`config.mk`:
```
export PLATFORM = sky130hd
export DESIGN_NAME = butterworth_biquad_lowpass_core
export DESIGN_NICKNAME = d
export VERILOG_FILES = /design/src/rtl/bbl_pkg.sv /design/src/rtl/bbl_front.sv /design/src/rtl/bbl_queue.sv /design/src/rtl/bbl_back.sv /design/src/rtl/butterworth_biquad_lowpass_core.sv
export SDC_FILE = /design/constraint.sdc
export NUM_CORES = 2
export LEC_CHECK = 0
export ABC_AREA = 1
export CORE_MARGIN = 3
export CORE_UTILIZATION = 66
export CTS_CLUSTER_DIAMETER = 50
export CTS_CLUSTER_SIZE = 40
export DETAILED_ROUTE_END_ITERATION = 10
export DONT_BUFFER_PORTS = 1
export PLACE_DENSITY = 0.82
export SYNTH_ARGS = -nofsm -noshare
export SYNTH_HDL_FRONTEND = slang
export SYNTH_SLANG_ARGS = --single-unit
```
`constraint.sdc`:
```
create_clock -name clk -period 15.5 [get_ports clk]
set_input_delay 0.775 -clock clk [delete_from_list [all_inputs] [get_ports clk]]
set_output_delay 0.775 -clock clk [all_outputs]
set_load 0.02 [all_outputs]
```
`src/rtl/bbl_pkg.sv`:
```
`timescale 1ns / 1ps

package bbl_pkg;

    // Fixed field widths
    localparam int SAMPLE_WIDTH        = 16;
    localparam int GAIN_W              = 31;
    localparam int COEF_W              = 32;
    localparam int DEF_COEF_FRAC_BITS  = 30;

    // Feed-forward product: 32-bit signed gain times (SAMPLE_WIDTH+2)-bit input sum
    localparam int FF_W                = COEF_W + SAMPLE_WIDTH + 2;

    // Depth of the queue between front and back
    localparam int QUEUE_DEPTH         = 2;

    // Configuration register indexes
    localparam int CFG_IDX_W           = 2;
    localparam logic [CFG_IDX_W-1:0] CFG_GAIN_B0      = 2'd0;
    localparam logic [CFG_IDX_W-1:0] CFG_FEEDBACK_ONE = 2'd1;
    localparam logic [CFG_IDX_W-1:0] CFG_FEEDBACK_TWO = 2'd2;

    // Request command codes
    localparam logic CMD_FILTER = 1'b0;
    localparam logic CMD_CLEAR  = 1'b1;

    typedef struct packed {
        logic                           cmd;
        logic signed [SAMPLE_WIDTH-1:0] sample;
    } req_item_t;

    typedef struct packed {
        logic signed [SAMPLE_WIDTH-1:0] filtered;
        logic                           saturated;
    } rsp_item_t;

    typedef struct packed {
        logic                    clear;
        logic signed [FF_W-1:0]  ff;
    } queue_entry_t;

endpackage

```
`src/rtl/bbl_front.sv`:
```
`timescale 1ns / 1ps

module bbl_front
    import bbl_pkg::*;
(
    input  logic               clk,
    input  logic               rst_n,
    input  logic               req_valid,
    output logic               req_stall,
    input  req_item_t          req_data,
    input  logic [GAIN_W-1:0]  gain_b0,
    input  logic               queue_full,
    output logic               push,
    output queue_entry_t       entry
);

    localparam int W   = SAMPLE_WIDTH;
    localparam int S_W = SAMPLE_WIDTH + 2;

    logic signed [W-1:0]      x1_reg;
    logic signed [W-1:0]      x1_next;
    logic signed [W-1:0]      x2_reg;
    logic signed [W-1:0]      x2_next;
    logic signed [S_W-1:0]    in_sum;
    logic signed [COEF_W-1:0] gain_s;
    logic signed [FF_W-1:0]   ff_prod;
    logic                     is_clear;

    // Accept while the queue has room
    assign req_stall = queue_full;
    assign push      = req_valid && !queue_full;
    assign is_clear  = (req_data.cmd == CMD_CLEAR);

    // Form x0 + 2*x1 + x2 and scale it by the feed-forward gain
    always_comb
    begin
        in_sum      = S_W'(req_data.sample) + (S_W'(x1_reg) <<< 1) + S_W'(x2_reg);
        gain_s      = {1'b0, gain_b0};
        ff_prod     = gain_s * in_sum;
        entry.clear = is_clear;
        entry.ff    = is_clear ? '0 : ff_prod;
    end

    // Advance the input history, drop it on clear
    always_comb
    begin
        x1_next = x1_reg;
        x2_next = x2_reg;
        if (push)
        begin
            if (is_clear)
            begin
                x1_next = '0;
                x2_next = '0;
            end
            else
            begin
                x1_next = req_data.sample;
                x2_next = x1_reg;
            end
        end
    end

    always_ff @(posedge clk or negedge rst_n)
    begin
        if (!rst_n)
        begin
            x1_reg <= '0;
            x2_reg <= '0;
        end
        else
        begin
            x1_reg <= x1_next;
            x2_reg <= x2_next;
        end
    end

endmodule

```
`src/rtl/bbl_queue.sv`:
```
`timescale 1ns / 1ps

module bbl_queue
    import bbl_pkg::*;
(
    input  logic         clk,
    input  logic         rst_n,
    input  logic         push,
    input  queue_entry_t wr_entry,
    output logic         full,
    input  logic         pop,
    output logic         rd_valid,
    output queue_entry_t rd_entry
);

    localparam int PTR_W = (QUEUE_DEPTH > 1) ? $clog2(QUEUE_DEPTH) : 1;
    localparam int CNT_W = $clog2(QUEUE_DEPTH + 1);

    queue_entry_t       slots_reg [QUEUE_DEPTH];
    logic [PTR_W-1:0]   wr_ptr_reg;
    logic [PTR_W-1:0]   wr_ptr_next;
    logic [PTR_W-1:0]   rd_ptr_reg;
    logic [PTR_W-1:0]   rd_ptr_next;
    logic [CNT_W-1:0]   count_reg;
    logic [CNT_W-1:0]   count_next;

    assign full     = (count_reg == CNT_W'(QUEUE_DEPTH));
    assign rd_valid = (count_reg != '0);
    assign rd_entry = slots_reg[rd_ptr_reg];

    // Advance pointers and occupancy
    always_comb
    begin
        wr_ptr_next = wr_ptr_reg;
        rd_ptr_next = rd_ptr_reg;
        count_next  = count_reg;
        if (push)
        begin
            wr_ptr_next = (wr_ptr_reg == PTR_W'(QUEUE_DEPTH - 1)) ? '0 : wr_ptr_reg + 1'b1;
        end
        if (pop)
        begin
            rd_ptr_next = (rd_ptr_reg == PTR_W'(QUEUE_DEPTH - 1)) ? '0 : rd_ptr_reg + 1'b1;
        end
        case ({push, pop})
            2'b10:   count_next = count_reg + 1'b1;
            2'b01:   count_next = count_reg - 1'b1;
            default: count_next = count_reg;
        endcase
    end

    always_ff @(posedge clk or negedge rst_n)
    begin
        if (!rst_n)
        begin
            wr_ptr_reg <= '0;
            rd_ptr_reg <= '0;
            count_reg  <= '0;
        end
        else
        begin
            wr_ptr_reg <= wr_ptr_next;
            rd_ptr_reg <= rd_ptr_next;
            count_reg  <= count_next;
        end
    end

    // Hold entries until popped
    always_ff @(posedge clk)
    begin
        if (push)
        begin
            slots_reg[wr_ptr_reg] <= wr_entry;
        end
    end

endmodule

```
`src/rtl/bbl_back.sv`:
```
`timescale 1ns / 1ps

module bbl_back
    import bbl_pkg::*;
#(
    parameter int COEF_FRAC_BITS = DEF_COEF_FRAC_BITS
)
(
    input  logic                     clk,
    input  logic                     rst_n,
    input  logic                     entry_valid,
    input  queue_entry_t             entry,
    output logic                     pop,
    input  logic signed [COEF_W-1:0] feedback_one,
    input  logic signed [COEF_W-1:0] feedback_two,
    output logic                     rsp_valid,
    input  logic                     rsp_stall,
    output rsp_item_t                rsp_data
);

    localparam int W      = SAMPLE_WIDTH;
    localparam int ACC_W  = FF_W + 1;
    localparam int PROD_W = COEF_W + SAMPLE_WIDTH;
    localparam logic signed [ACC_W-1:0] RND_HALF =
        {{(ACC_W-1){1'b0}}, 1'b1} << (COEF_FRAC_BITS - 1);

    logic signed [W-1:0]      y1_reg;
    logic signed [W-1:0]      y1_next;
    logic signed [W-1:0]      y2_reg;
    logic signed [W-1:0]      y2_next;
    logic signed [PROD_W-1:0] p2_reg;
    logic signed [PROD_W-1:0] p2_next;
    logic signed [PROD_W-1:0] prod1;
    logic signed [W-1:0]      fb_sel;
    logic signed [ACC_W-1:0]  acc;
    logic signed [ACC_W-1:0]  rnd;
    logic signed [ACC_W-1:0]  yq;
    logic                     in_range;
    logic signed [W-1:0]      y_sat;
    logic                     sat;
    logic                     out_valid_reg;
    logic                     out_valid_next;
    rsp_item_t                out_data_reg;
    rsp_item_t                out_data_next;

    assign rsp_valid = out_valid_reg;
    assign rsp_data  = out_data_reg;

    // Take the next entry when the output register is free or being emptied
    assign pop = entry_valid && (!out_valid_reg || !rsp_stall);

    // Sum, round to nearest and saturate; only f1*y1 sits in the feedback loop
    always_comb
    begin
        prod1    = feedback_one * y1_reg;
        acc      = ACC_W'(entry.ff) - ACC_W'(prod1) - ACC_W'(p2_reg);
        rnd      = acc + RND_HALF;
        yq       = rnd >>> COEF_FRAC_BITS;
        in_range = (&yq[ACC_W-1:W-1]) || !(|yq[ACC_W-1:W-1]);
        if (in_range)
        begin
            y_sat = yq[W-1:0];
            sat   = 1'b0;
        end
        else
        begin
            y_sat = yq[ACC_W-1] ? {1'b1, {(W-1){1'b0}}} : {1'b0, {(W-1){1'b1}}};
            sat   = 1'b1;
        end
    end

    // Advance output history and result register
    always_comb
    begin
        y1_next        = y1_reg;
        y2_next        = y2_reg;
        fb_sel         = y2_reg;
        out_valid_next = out_valid_reg && rsp_stall;
        out_data_next  = out_data_reg;
        if (pop)
        begin
            out_valid_next = 1'b1;
            if (entry.clear)
            begin
                y1_next       = '0;
                y2_next       = '0;
                fb_sel        = '0;
                out_data_next = '0;
            end
            else
            begin
                y1_next                 = y_sat;
                y2_next                 = y1_reg;
                fb_sel                  = y1_reg;
                out_data_next.filtered  = y_sat;
                out_data_next.saturated = sat;
            end
        end
        // Precompute f2*y2 for the following sample
        p2_next = feedback_two * fb_sel;
    end

    always_ff @(posedge clk or negedge rst_n)
    begin
        if (!rst_n)
        begin
            y1_reg        <= '0;
            y2_reg        <= '0;
            p2_reg        <= '0;
            out_valid_reg <= 1'b0;
        end
        else
        begin
            y1_reg        <= y1_next;
            y2_reg        <= y2_next;
            p2_reg        <= p2_next;
            out_valid_reg <= out_valid_next;
        end
    end

    always_ff @(posedge clk)
    begin
        out_data_reg <= out_data_next;
    end

endmodule

```
`src/rtl/butterworth_biquad_lowpass_core.sv`:
```
`timescale 1ns / 1ps

// Second-order low-pass biquad, y = b0*(x0+2x1+x2) - f1*y1 - f2*y2, Q2.F coefficients.
// Request channel (req_valid/req_stall/req_data): cmd selects filter or clear; a
// request is taken at an edge with req_valid high and req_stall low.
// Response channel (rsp_valid/rsp_stall/rsp_data): one response per request, in
// order, with the rounded, saturated sample and a clip flag; zero after a clear.
// Configuration (cfg_valid/cfg_ready/cfg_index/cfg_data): index 0 gain_b0,
// 1 feedback_one, 2 feedback_two; cfg_ready is always high. Write only while idle.
// A request taken at an edge is written into the queue and popped into the response
// register once it is free or being emptied; the response is presented from then on.
// Throughput: one request per cycle unless the receiver stalls; the loop through the
// f1*y1 multiply and the round/saturate stage closes through the y1 register, while
// b0*sum is formed at the front and f2*y2 is precomputed into a register ahead.
// Reset clears the histories, the coefficients and the two-entry queue.
// When the receiver stalls the response register holds, up to two requests queue
// behind it, and then req_stall rises.
module butterworth_biquad_lowpass_core
    import bbl_pkg::*;
#(
    parameter int COEF_FRAC_BITS = DEF_COEF_FRAC_BITS
)
(
    input  logic                 clk,
    input  logic                 rst_n,
    input  logic                 req_valid,
    output logic                 req_stall,
    input  req_item_t            req_data,
    output logic                 rsp_valid,
    input  logic                 rsp_stall,
    output rsp_item_t            rsp_data,
    input  logic                 cfg_valid,
    output logic                 cfg_ready,
    input  logic [CFG_IDX_W-1:0] cfg_index,
    input  logic [COEF_W-1:0]    cfg_data
);

    logic [GAIN_W-1:0]        gain_b0_reg;
    logic signed [COEF_W-1:0] feedback_one_reg;
    logic signed [COEF_W-1:0] feedback_two_reg;
    logic                     queue_full;
    logic                     push;
    queue_entry_t             wr_entry;
    logic                     pop;
    logic                     rd_valid;
    queue_entry_t             rd_entry;

    assign cfg_ready = 1'b1;

    // Hold the coefficient registers
    always_ff @(posedge clk or negedge rst_n)
    begin
        if (!rst_n)
        begin
            gain_b0_reg      <= '0;
            feedback_one_reg <= '0;
            feedback_two_reg <= '0;
        end
        else if (cfg_valid && cfg_ready)
        begin
            case (cfg_index)
                CFG_GAIN_B0:      gain_b0_reg      <= cfg_data[GAIN_W-1:0];
                CFG_FEEDBACK_ONE: feedback_one_reg <= cfg_data;
                CFG_FEEDBACK_TWO: feedback_two_reg <= cfg_data;
                default:          ;
            endcase
        end
    end

    bbl_front u_front (
        .clk        (clk),
        .rst_n      (rst_n),
        .req_valid  (req_valid),
        .req_stall  (req_stall),
        .req_data   (req_data),
        .gain_b0    (gain_b0_reg),
        .queue_full (queue_full),
        .push       (push),
        .entry      (wr_entry)
    );

    bbl_queue u_queue (
        .clk      (clk),
        .rst_n    (rst_n),
        .push     (push),
        .wr_entry (wr_entry),
        .full     (queue_full),
        .pop      (pop),
        .rd_valid (rd_valid),
        .rd_entry (rd_entry)
    );

    bbl_back #(
        .COEF_FRAC_BITS (COEF_FRAC_BITS)
    ) u_back (
        .clk          (clk),
        .rst_n        (rst_n),
        .entry_valid  (rd_valid),
        .entry        (rd_entry),
        .pop          (pop),
        .feedback_one (feedback_one_reg),
        .feedback_two (feedback_two_reg),
        .rsp_valid    (rsp_valid),
        .rsp_stall    (rsp_stall),
        .rsp_data     (rsp_data)
    );

endmodule
```
==> out/results.ini <==
[timing]
fin_hold_ws_ns = 0.0881
slew_violations = 0
rsz0062_at_grt = false
fin_crit_ns = 9.70
worst_pin_slew_ns = 1.34
maxSlewHeadroom_pct = 10.9
tns_ns = 0
report.final.hold_viol_count = 0
finalCritPeriodShare_pct = 62.6
fin_skew_ns = 0.0477
setup_viol = 0
fmax_mhz = 103

[clock_tree]
cts.sink_count = 331
cts_buffers = 44
cts_tree = done
cts_resized = 0
path_clk_slew_ns = 0.09
ctsLongestPathBuffers = 3
cts_setup_buffers = 0
htreeDepth = 2
cts-root-buf = clkbuf_16
clk_latency_ns = 0.66

[yosys]
synth_area_leaders = fa_1 (44%), inv_1 (11%), nand2_1 (11%)
synth_area_per_cell_um2 = 8.47
synth_top_family_by_area = adder cells
yosysMostFrequentCell = inv_1
ys_seq_area_share_pct = 12.7
synthSimpleGateAreaFrac_pct = 15.3
synth_edf_count = 119
syn_nets = 10400
synthCells = 8283
synth-xor-area-share_pct = 1.22
ys_warn_count = 0
ys.flop_type = dfrtp_1
synth_top_cell_by_area = fa_1
synthesis.area_um2 = 70200
netlist.area_leader.share_pct = 44.4
synth_compound_area_share_pct = 4.31
synthArstFlopShare_pct = 64.0
synth-seq-cells = 331
synth.area.mux_share_pct = 0.185
synthAdderAreaFrac_pct = 52.7
synth.distinct_cells = 57
synth_common_cells = inv_1 (2140), nand2_1 (1984), fa_1 (1557), nor2_1 (579), ha_1 (465)

[die]
rows = 118
die_h_um = 332
dieArea_um2 = 110000
die-width_um = 332
fp.coreArea_um2 = 105000
ios = 76
start_util_pct = 67.1

[placed_design]
dpl.cell_count = 9366
hpwlAfterDp_mm = 165
numPortBuffers = 0
routabilityCongestion = 1.06

[outcome]
status = complete, no violations

[setup_path]
rr_startpoint = u_queue.rd_ptr_reg
cp_slowest_stage_delay_ns = 0.57
path_class = reg2reg
critPathLaunchType = flop
required_ns = 15.97
crit_fanout = 42
cp-end-kind = flop
cp.arrival_ns = 10.17
r2r-end = u_back.p2_reg[47]
cp_common_cell = nand2_1
crit_slowest_cell = dfrtp_2
rrSetupSlack_ns = 5.80
r2r_cells = 31

[finish]
final_cells = 9457
nets = 10100
fillers = 8053
multi_input_area_um2 = 51800
area_growth_pct = 3.59
largest_reg_flops = 102
seq_area_um2 = 8880
drive_gt1_share_pct = 2.57

[routing]
drc_errors = 0
drt-total-wl_mm = 203
vias = 54400
viasPerCell = 5.75
ant_nets = 0
drtIter0Drc = 5144
wire_per_inst_um = 21.5
firstDrtPassIters = 9

[run]
drv_cap = 0

[grt]
grt_first_pass_wirelength_mm = 320
track_usage_pct = 37.8
grt_overflow = 0
antenna_found_initial = 7
first_global_vias = 57900
grt_max_degree = 213

[worst_hold_path]
hold_path_class = in2async

==> cell families after synthesis <==
logic type      count (synthesis)
xor+xnor                       98
simple gates                 2757
buf+inv                      2514
fa+ha+maj                    2022
flops                         331
compound gates                547
other cells                     1
mux                            13
==> worst max path at each step <==
stage,from,endpoint,slack [ns],cells after the start
2_1_floorplan,req_data[1],u_queue.slots_reg[0][36],7.24,42
6_report,u_queue.rd_ptr_reg,u_back.p2_reg[47],5.80,31
4_1_cts,u_queue.rd_ptr_reg,u_back.p2_reg[42],6.17,28
3_5_place_dp,req_data[1],u_queue.slots_reg[1][36],5.88,40
3_3_place_gp,req_data[1],u_queue.slots_reg[0][36],5.92,40
5_1_grt,u_front.x2_reg[1],u_queue.slots_reg[0][37],5.52,40
==> worst max-delay path, delay by kind of cell, from the launching register on <==
family / cells / cell delay (ns)
fa+ha+maj: 7 / 3.35
simple gates: 12 / 2.25
buf+inv: 8 / 2.14
compound gates: 3 / 0.92
flops: 1 / 0.57
xor+xnor: 1 / 0.26
==> stage by stage <==
| stage | area (µm²) | utilization (%) | setup slack [ns] |
|---|---|---|---|
| final | 72700 | 69.5 | 5.80 |
| after global routing | 72600 | 69.5 | 5.52 |
| after CTS | 72600 | 69.5 | 6.17 |
| after detailed placement | 71000 | 67.9 | 5.88 |
| after global placement | 71000 | 67.9 | 5.92 |
| after floorplan | 70200 | - | 7.24 |
==> repair_timing <==
action / CTS / global route
hold endpoints to repair: 212 / 0
hold buffers: 1 / 0
endpoints found under the setup margin: 0 / 0
==> layout by cell type, fill, tap and decap left out, types with 101 or more instances in the layout <==
master and count:
a21oi_1 219, dfrtp_1 210, ha_1 465, nor2_1 576, nand3_1 101, o21ai_0 206, inv_1 2140, edfxtp_1 119
nand2_1 1984, fa_1 1557
==> routing by layer <==
layer | global-route usage, % | part of all wire (%) | vias to the layer above
met4 | 19.7 | 6.4 | 10
met1 | 48.1 | 36 | 27100
met2 | 58.1 | 45 | 3229
met5 | 0 | 0.055 | -
li1 | - | - | 23400
met3 | 12.5 | 13 | 744
==> final cells by class <==
type                    count  area share (%)
multi-input cells        5438            71.3
flip-flops and latches    331            12.2
inverters                2155            11.1
well taps                1380            2.38
clock buffers              47            1.56
clock inverters            34           0.702
repair buffers             63           0.678
diodes                      9          0.0310
Power is not shown: default switching activity piles up to over one toggle a cycle in this logic, so the estimate is an artifact.
